### src/rtl/flcs_pkg.sv
// ----------------------------------------------------------------------------
// flcs_pkg
// Types, register codes and level tables for the flash LED command sequencer.
// ----------------------------------------------------------------------------
`default_nettype none

package flcs_pkg;

  // Command codes
  localparam logic [1:0] OP_OFF    = 2'd0;
  localparam logic [1:0] OP_FLASH  = 2'd1;
  localparam logic [1:0] OP_STROBE = 2'd2;
  localparam logic [1:0] OP_TORCH  = 2'd3;

  // Configuration register indexes
  localparam logic [1:0] CFG_MASK_ENABLE  = 2'd0;
  localparam logic [1:0] CFG_FLASH_LVL_EN = 2'd1;
  localparam logic [1:0] CFG_TORCH_LVL_EN = 2'd2;

  // Driver register addresses
  localparam logic [7:0] ADDR_FEATURES = 8'h08;
  localparam logic [7:0] ADDR_CURRENT  = 8'h09;
  localparam logic [7:0] ADDR_ENABLE   = 8'h0A;

  // Enable and features bytes
  localparam logic [7:0] EN_OFF        = 8'h00;
  localparam logic [7:0] EN_TORCH      = 8'h82;
  localparam logic [7:0] EN_FLASH_BASE = 8'h03;
  localparam logic [7:0] EN_VIN_MON    = 8'h80;
  localparam logic [7:0] EN_TX_MASK    = 8'h40;
  localparam logic [7:0] EN_STROBE     = 8'h20;
  localparam logic [7:0] FEATURES_VAL  = 8'h0D;

  localparam logic [3:0] FLASH_DEF_LVL  = 4'd7;
  localparam logic [3:0] FLASH_HIGH_LVL = 4'd7;
  localparam logic [2:0] TORCH_DEF_LVL  = 3'd2;
  localparam logic [2:0] TORCH_HIGH_LVL = 3'd7;
  localparam logic [11:0] FLASH_MAX_MA  = 12'd1500;
  localparam logic [11:0] TORCH_MAX_MA  = 12'd375;

  localparam int FlashLevels = 16;
  localparam int TorchLevels = 8;

  localparam logic [10:0] FLASH_MA [FlashLevels] = '{
    11'd94,   11'd188,  11'd281,  11'd375,  11'd469,  11'd563,  11'd656,  11'd750,
    11'd844,  11'd938,  11'd1031, 11'd1125, 11'd1219, 11'd1313, 11'd1406, 11'd1500
  };
  localparam logic [8:0] TORCH_MA [TorchLevels] = '{
    9'd47, 9'd94, 9'd141, 9'd188, 9'd234, 9'd281, 9'd328, 9'd375
  };

  typedef struct packed {
    logic [1:0]  opcode;
    logic [11:0] current_ma;
    logic [7:0]  flags_byte;
    logic [7:0]  current_reg_byte;
    logic        read_failed;
  } cmd_t;

  typedef struct packed {
    logic mask_enable;
    logic flash_level_configured;
    logic torch_level_configured;
  } cfg_t;

  typedef struct packed {
    logic       last;
    logic       under_voltage;
    logic       overvolt_or_short;
    logic       over_temp;
    logic       status;
    logic       write_valid;
    logic [7:0] reg_value;
    logic [7:0] reg_address;
  } res_t;

  typedef struct packed {
    res_t [2:0] res;
    logic [1:0] cnt;
  } job_t;

  // Nearest level, ties upward: level k is reached once 2*cur >= t[k-1]+t[k].
  function automatic logic [3:0] flash_nearest(input logic [11:0] cur);
    logic [3:0] lvl;
    lvl = '0;
    for (int k = 1; k < FlashLevels; k++) begin
      if ({1'b0, cur, 1'b0} >= (14'(FLASH_MA[k-1]) + 14'(FLASH_MA[k]))) begin
        lvl = 4'(k);
      end
    end
    return lvl;
  endfunction

  function automatic logic [2:0] torch_nearest(input logic [11:0] cur);
    logic [2:0] lvl;
    lvl = '0;
    for (int k = 1; k < TorchLevels; k++) begin
      if ({1'b0, cur, 1'b0} >= (14'(TORCH_MA[k-1]) + 14'(TORCH_MA[k]))) begin
        lvl = 3'(k);
      end
    end
    return lvl;
  endfunction

endpackage

`default_nettype wire

### src/rtl/flash_led_command_sequencer_unit.sv
// ----------------------------------------------------------------------------
// flash_led_command_sequencer_unit
// Accepts LED driver commands and streams out the register writes (or a status-only result) for each.
// ----------------------------------------------------------------------------
// Path: a command passes in_q, job_q and out_q before its first write leaves.
// Throughput: one write per cycle from out_q while m_axis_tready is high; off
// or an aborted command gives one result, torch two, flash three; a new command
// enters while the previous one is still being issued.
// Reset: asynchronous, active low; clears all valid flags and the settings.
`default_nettype none

module flash_led_command_sequencer_unit import flcs_pkg::*; (
  input  logic        clk_i,
  input  logic        rst_ni,
  input  logic        cfg_we_i,
  input  logic [1:0]  cfg_index_i,
  input  logic [0:0]  cfg_data_i,
  input  logic        s_axis_tvalid,
  output logic        s_axis_tready,
  // current_ma[11:0], flags_byte[19:12], current_reg_byte[27:20],
  // read_failed[28], zero fill above
  input  logic [31:0] s_axis_tdata,
  // opcode[1:0]
  input  logic [1:0]  s_axis_tuser,
  output logic        m_axis_tvalid,
  input  logic        m_axis_tready,
  // reg_address[7:0], reg_value[15:8], write_valid[16], status[17],
  // over_temp[18], overvolt_or_short[19], under_voltage[20], zero fill above
  output logic [23:0] m_axis_tdata,
  output logic        m_axis_tlast
);

  cfg_t       cfg_q;
  cmd_t       in_q;
  logic       in_valid_q;
  job_t       job_q, job_d;
  logic       job_valid_q;
  logic [1:0] idx_q;
  res_t       out_q;
  logic       out_valid_q;

  logic out_load, job_take, job_end, job_free, in_move, s_take;

  always_ff @(posedge clk_i or negedge rst_ni) begin
    if (!rst_ni) begin
      cfg_q <= '0;
    end else if (cfg_we_i) begin
      unique case (cfg_index_i)
        CFG_MASK_ENABLE:  cfg_q.mask_enable            <= cfg_data_i[0];
        CFG_FLASH_LVL_EN: cfg_q.flash_level_configured <= cfg_data_i[0];
        CFG_TORCH_LVL_EN: cfg_q.torch_level_configured <= cfg_data_i[0];
        default: ;
      endcase
    end
  end

  flcs_encode u_encode (
    .cmd_i (in_q),
    .cfg_i (cfg_q),
    .job_o (job_d)
  );

  assign out_load      = !out_valid_q || m_axis_tready;
  assign job_take      = job_valid_q && out_load;
  assign job_end       = job_take && (idx_q == (job_q.cnt - 2'd1));
  assign job_free      = !job_valid_q || job_end;
  assign in_move       = in_valid_q && job_free;
  assign s_axis_tready = !in_valid_q || job_free;
  assign s_take        = s_axis_tvalid && s_axis_tready;

  always_ff @(posedge clk_i or negedge rst_ni) begin
    if (!rst_ni) begin
      in_valid_q  <= 1'b0;
      job_valid_q <= 1'b0;
      idx_q       <= '0;
      out_valid_q <= 1'b0;
    end else begin
      if (s_take) begin
        in_valid_q <= 1'b1;
      end else if (in_move) begin
        in_valid_q <= 1'b0;
      end
      if (in_move) begin
        job_valid_q <= 1'b1;
        idx_q       <= '0;
      end else if (job_end) begin
        job_valid_q <= 1'b0;
      end else if (job_take) begin
        idx_q <= idx_q + 2'd1;
      end
      if (out_load) begin
        out_valid_q <= job_valid_q;
      end
    end
  end

  always_ff @(posedge clk_i) begin
    if (s_take) begin
      in_q.opcode           <= s_axis_tuser;
      in_q.current_ma       <= s_axis_tdata[11:0];
      in_q.flags_byte       <= s_axis_tdata[19:12];
      in_q.current_reg_byte <= s_axis_tdata[27:20];
      in_q.read_failed      <= s_axis_tdata[28];
    end
    if (in_move) begin
      job_q <= job_d;
    end
    if (job_take) begin
      out_q <= job_q.res[idx_q];
    end
  end

  assign m_axis_tvalid = out_valid_q;
  assign m_axis_tlast  = out_q.last;
  assign m_axis_tdata  = {3'b000, out_q.under_voltage, out_q.overvolt_or_short,
                          out_q.over_temp, out_q.status, out_q.write_valid,
                          out_q.reg_value, out_q.reg_address};

endmodule

`default_nettype wire

### src/rtl/flcs_encode.sv
// ----------------------------------------------------------------------------
// flcs_encode
// Turns one command into its list of driver register writes, or one status-only result if aborted.
// ----------------------------------------------------------------------------
`default_nettype none

module flcs_encode import flcs_pkg::*; (
  input  cmd_t cmd_i,
  input  cfg_t cfg_i,
  output job_t job_o
);

  logic [3:0] flash_lvl;
  logic [2:0] torch_lvl;
  logic [7:0] en_flash;
  logic       ot, ovs, uv;

  always_comb begin
    if (!cfg_i.flash_level_configured || (cmd_i.current_ma == '0)) begin
      flash_lvl = FLASH_DEF_LVL;
    end else if (cmd_i.current_ma >= FLASH_MAX_MA) begin
      flash_lvl = FLASH_HIGH_LVL;
    end else begin
      flash_lvl = flash_nearest(cmd_i.current_ma);
    end
  end

  always_comb begin
    if (!cfg_i.torch_level_configured || (cmd_i.current_ma == '0)) begin
      torch_lvl = TORCH_DEF_LVL;
    end else if (cmd_i.current_ma > TORCH_MAX_MA) begin
      torch_lvl = TORCH_HIGH_LVL;
    end else begin
      torch_lvl = torch_nearest(cmd_i.current_ma);
    end
  end

  assign en_flash = EN_FLASH_BASE | (cfg_i.mask_enable ? EN_TX_MASK : EN_VIN_MON)
                  | ((cmd_i.opcode == OP_STROBE) ? EN_STROBE : 8'h00);

  assign ot  = cmd_i.flags_byte[1];
  assign ovs = cmd_i.flags_byte[3] | cmd_i.flags_byte[2];
  assign uv  = cmd_i.flags_byte[4];

  always_comb begin
    job_o = '0;
    if (cmd_i.opcode == OP_OFF) begin
      job_o.cnt                = 2'd1;
      job_o.res[0].reg_address = ADDR_ENABLE;
      job_o.res[0].reg_value   = EN_OFF;
      job_o.res[0].write_valid = 1'b1;
      job_o.res[0].last        = 1'b1;
    end else if (cmd_i.read_failed) begin
      // aborted: single status-only result
      job_o.cnt           = 2'd1;
      job_o.res[0].status = 1'b1;
      job_o.res[0].last   = 1'b1;
    end else if (cmd_i.opcode == OP_TORCH) begin
      job_o.cnt                      = 2'd2;
      job_o.res[0].reg_address       = ADDR_CURRENT;
      job_o.res[0].reg_value         = {1'b0, torch_lvl, cmd_i.current_reg_byte[3:0]};
      job_o.res[0].write_valid       = 1'b1;
      job_o.res[0].over_temp         = ot;
      job_o.res[0].overvolt_or_short = ovs;
      job_o.res[0].under_voltage     = uv;
      job_o.res[1].reg_address       = ADDR_ENABLE;
      job_o.res[1].reg_value         = EN_TORCH;
      job_o.res[1].write_valid       = 1'b1;
      job_o.res[1].last              = 1'b1;
    end else begin
      job_o.cnt                      = 2'd3;
      job_o.res[0].reg_address       = ADDR_CURRENT;
      job_o.res[0].reg_value         = {cmd_i.current_reg_byte[7:4], flash_lvl};
      job_o.res[0].write_valid       = 1'b1;
      job_o.res[0].over_temp         = ot;
      job_o.res[0].overvolt_or_short = ovs;
      job_o.res[0].under_voltage     = uv;
      job_o.res[1].reg_address       = ADDR_FEATURES;
      job_o.res[1].reg_value         = FEATURES_VAL;
      job_o.res[1].write_valid       = 1'b1;
      job_o.res[2].reg_address       = ADDR_ENABLE;
      job_o.res[2].reg_value         = en_flash;
      job_o.res[2].write_valid       = 1'b1;
      job_o.res[2].last              = 1'b1;
    end
  end

endmodule

`default_nettype wire
### config.mk
export PLATFORM = sky130hd
export DESIGN_NAME = flash_led_command_sequencer_unit
export DESIGN_NICKNAME = d
export VERILOG_FILES = /design/src/rtl/flcs_pkg.sv /design/src/rtl/flash_led_command_sequencer_unit.sv /design/src/rtl/flcs_encode.sv
export SDC_FILE = /design/constraint.sdc
export NUM_CORES = 1
export LEC_CHECK = 0
export ABC_AREA = 1
export BUFFER_PORTS_ARGS = -buffer_cell sky130_fd_sc_hd__buf_2
export CAP_MARGIN = 20
export CORE_ASPECT_RATIO = 0.5
export CORE_MARGIN = 2
export CORE_UTILIZATION = 47
export DETAILED_ROUTE_END_ITERATION = 8
export PLACE_DENSITY = 0.78
export SLEW_MARGIN = 40
export SYNTH_ARGS = -nofsm -noshare
export SYNTH_HDL_FRONTEND = slang
export SYNTH_SLANG_ARGS = --single-unit
### constraint.sdc
create_clock -name clk_i -period 3.2 [get_ports clk_i]
set_input_delay 0.16 -clock clk_i [delete_from_list [all_inputs] [get_ports clk_i]]
set_output_delay 0.16 -clock clk_i [all_outputs]
set_load 0.02 [all_outputs]
==> results by group <==
Outcome
  – Outcome: finished clean

STA
  – Final setup fails: 0
  – Final setup skew: 0.00354 ns
  – TNS Setup: 0 ns
  – Max Fclk: 462 MHz
  – Worst slew pin tran: 0.557 ns
  – Final min period: 2.16 ns
  – Final Hold Fails: 0
  – Slew Limit Fails: 0
  – Final cycle utilization of the critical path: 67.6%
  – RSZ-0062 raised after global routing: no
  – Worst rel slew slack: 62.8%

Detailed routing
  – Drc violations: 0
  – Starting DRT DRC Count: 275
  – Via density per instance: 4.93
  – Post-route antenna net violation count: 0
  – WL final: 7020 um
  – Avg WL per Cell: 13.1 um
  – DR vias: 2642
  – Drt pass-1 iters: 4

Power
  – Tot Pwr: 3720 uW
  – Static Leakage: 0.00191 uW
  – Max IR drop VDD: 0.000428 V
  – Pwr Density: 838 nW/um^2

Floorplanning
  – Die span in y: 65.8 um
  – Initial Util: 48.7%
  – Area of the die: 8400 sq um
  – Std-Cell Rows: 22
  – Io pins: 69
  – Die width: 128 um
  – Core area: 7380 sq um

Placement
  – Cells after DPL: 495
  – RePlAce Congestion: 0.900
  – Placed wire-length estimate: 4990 um
  – PortBufs: 53

Synthesis
  – Post-Syn Area: 3590 sq um
  – Compound-Gate Fraction of Synth Area: 9.65%
  – Mux contribution to synthesized area: 0%
  – Largest family of logic cells by synthesized area: simple AND/OR/NAND/NOR gates
  – Yosys cell types: 38
  – Post-synthesis simple-gate area fraction: 20.8%
  – Xor/xnor share of the synthesized area: 0.488%
  – Gate Count Post-Synth: 350
  – Seq cells post-synth: 74
  – Sequential area share after synthesis: 60.7%
  – Adder-cell share of the synthesized area: 0%
  – Syn avg cell area: 10.3 sq um
  – Ys Warns: 0

Worst setup path
  – Critical path launch point type: flop
  – RR Endpoint: job_q[10]
  – Most used cell, CP: nand2_1
  – Crit path kind: flop to flop
  – Worst R2R Path Depth: 18
  – Crit path max-delay cell type: edfxtp_1
  – Crit Path Max Fanout: 8
  – Worst Path Arrival: 2.25 ns
  – Slowest stage delay, CP: 0.57 ns
  – WP data required: 3.28 ns
  – Launching point of the worst reg2reg path: in_q[24]
  – FF-to-FF setup slack: 1.04 ns
  – Crit. End Element: flop
  – Crit-path cells: inv_2 > nand2_4 > nor2_4 > nand2_1 > a21oi_1 > nand2_1 > nand2_1 > nand2_1 > nand2_1 > nand2_1 > nand2_1 > nand2_1 > nand2_1 > nand2_1 > nand2_1 > nand2_1 > nand2_1 > nand2_1
  – Crit path max-delay family: simple AND/OR/NAND/NOR gates
  – WP buf/inv: 1

Finish
  – Commonest non-fill, non-tap cell in the layout: nand2_1
  – Register Area: 2180 sq um
  – Final nets: 478
  – Layout cells sized above 1: 21.8%
  – Post-Layout Cell Count: 536
  – Fillers: 606
  – Ant diodes: 0
  – Commonest non-fill, non-tap cells in the layout: nand2_1 (72), edfxtp_1 (66), buf_2 (53)
  – Layout area overhead: 23.5%
  – Area of the multi-input gates: 1140 sq um

Clocking
  – Htree depth: 3
  – Clk sinks: 74
  – Root Buffer: clkbuf_16
  – Clock Path Buffers: 2
  – Worst skew pair latency: 0.33 ns
  – Setup repair bufs after CTS: 0
  – Clock slew at reported path FFs: 0.05 ns
  – Num CTS Buffers: 9
  – CTS tree: done

Flow run
  – Max Cap Viol: 0

Global route
  – Gr usage total: 18.4%
  – Initial antenna violation count: 0
  – Vias in the first global route: 2406
  – First-pass GRT wire length: 11500 um
  – Pin count of the biggest net entering global routing: 28
  – Grt ovf: 0

Hold path
  – Worst Min Path Start: s_axis_tuser[1]
  – Worst Hold Class: input port to flop
  – Hold depth: 1
  – Hold EP: in_q[30]
## report_power, final
group	switching, uW	internal [uW]
combinational	804	366
sequential	172	1510
clock	351	513
## cell type report
type | instances | area share, %
Clock inverter | 6 | 0.790
Inverter | 49 | 4.17
Multi-Input combinational cell | 220 | 25.7
Clock buffer | 9 | 5.08
Sequential cell | 74 | 49.2
Tap cell | 96 | 2.71
Timing Repair Buffer | 82 | 12.4
## sequential cells by signal (all words and copies together) (netlist names)
| register | cells |
|---|---|
| idx_q | 2 |
| in_valid_q | 1 |
| m_axis_tvalid | 1 |
| job_q | 23 |
| m_axis_tdata | 15 |
| cfg_q | 3 |
| m_axis_tlast | 1 |
| in_q | 27 |
| job_valid_q | 1 |
## Yosys cell counts
cell       number  area [sq um]
o21ai_0        14          70.1
o311ai_0        1          8.76
inv_1          41           154
nor3_1          4          20.0
o221ai_1        1          8.76
a22o_1          5          43.8
inv_2           6          22.5
a21oi_1        10          50.1
nand2_2         5          31.3
xor2_1          1          8.76
a31oi_1         6          37.5
nor2_1         43           161
nor2_2          2          12.5
nor3_2          2          20.0
a211oi_1        2          15.0
nand4_1         2          12.5
nand3_1        20           100
clkinv_2        1          5.00
xnor2_1         1          8.76
clkinv_1        1          3.75
nor2_8          2          40.0
nand2_4         3          33.8
conb_1          1          3.75
o31ai_1         3          22.5
dfrtp_1         8           200
buf_4           9          67.6
edfxtp_1       66          1980
nand2_1        72           270
o22a_2          1          10.0
o2111ai_1       1          8.76
o21ai_1         1          5.00
clkbuf_1        1          3.75
o41ai_4         1          27.5
a41oi_1         1          8.76
o211ai_1        4          30.0
buf_2           1          5.00
nor2_4          4          45.0
buf_6           3          33.8
## stage by stage
| step | worst slack [ns] | hold WS (ns) | instance area (sq um) | util [%] |
|---|---|---|---|---|
| 2_1_floorplan | 0.794 | -0.136 | 3620 | - |
| 3_3_place_gp | 1.09 | 0.0150 | 3920 | 53.1 |
| 3_5_place_dp | 1.07 | 0.0189 | 3920 | 53.1 |
| 4_1_cts | 1.06 | 0.000678 | 4390 | 59.5 |
| 5_1_grt | 0.788 | 0.00169 | 4440 | 60.1 |
| 6_report | 1.04 | 0.0183 | 4440 | 60.1 |
## metal layers
| layer | vias up | track usage (%) | wire length, um | share of wire (%) |
|---|---|---|---|---|
| li1 | 1347 | - | - | - |
| met1 | 1172 | 23.4 | 3160 | 45 |
| met2 | 112 | 29.1 | 3250 | 46 |
| met3 | 11 | 7.77 | 484 | 6.9 |
| met4 | 0 | 5.49 | 123 | 1.8 |
| met5 | - | 0 | 0 | 0 |
## repair_timing
action	in CTS	in global routing
hold buffers	21	5
gates resized for setup	0	0
endpoints found under the hold margin	28	5
## cell families (layout without fill, tap and decap cells)
family	Yosys count	after routing
AND/OR/NAND/NOR	159	159
other	1	8
XOR/XNOR	2	2
AO/OA/AOI/OAI	51	51
buffers and inverters	63	146
flip-flops	74	74
## worst max-delay path by stage
stage / from / end / slack (ns) / cells past startpoint
after CTS: in_q[24] / job_q[10] / 1.06 / 18
after detailed placement: in_q[24] / job_q[10] / 1.07 / 18
after global placement: in_q[22] / job_q[10] / 1.09 / 18
final: in_q[24] / job_q[10] / 1.04 / 18
after floorplan: idx_q[1] / job_q[0] / 0.79 / 8
after global routing: in_q[22] / job_q[10] / 0.79 / 20
Note: power is estimated with default switching activity, not from simulation.
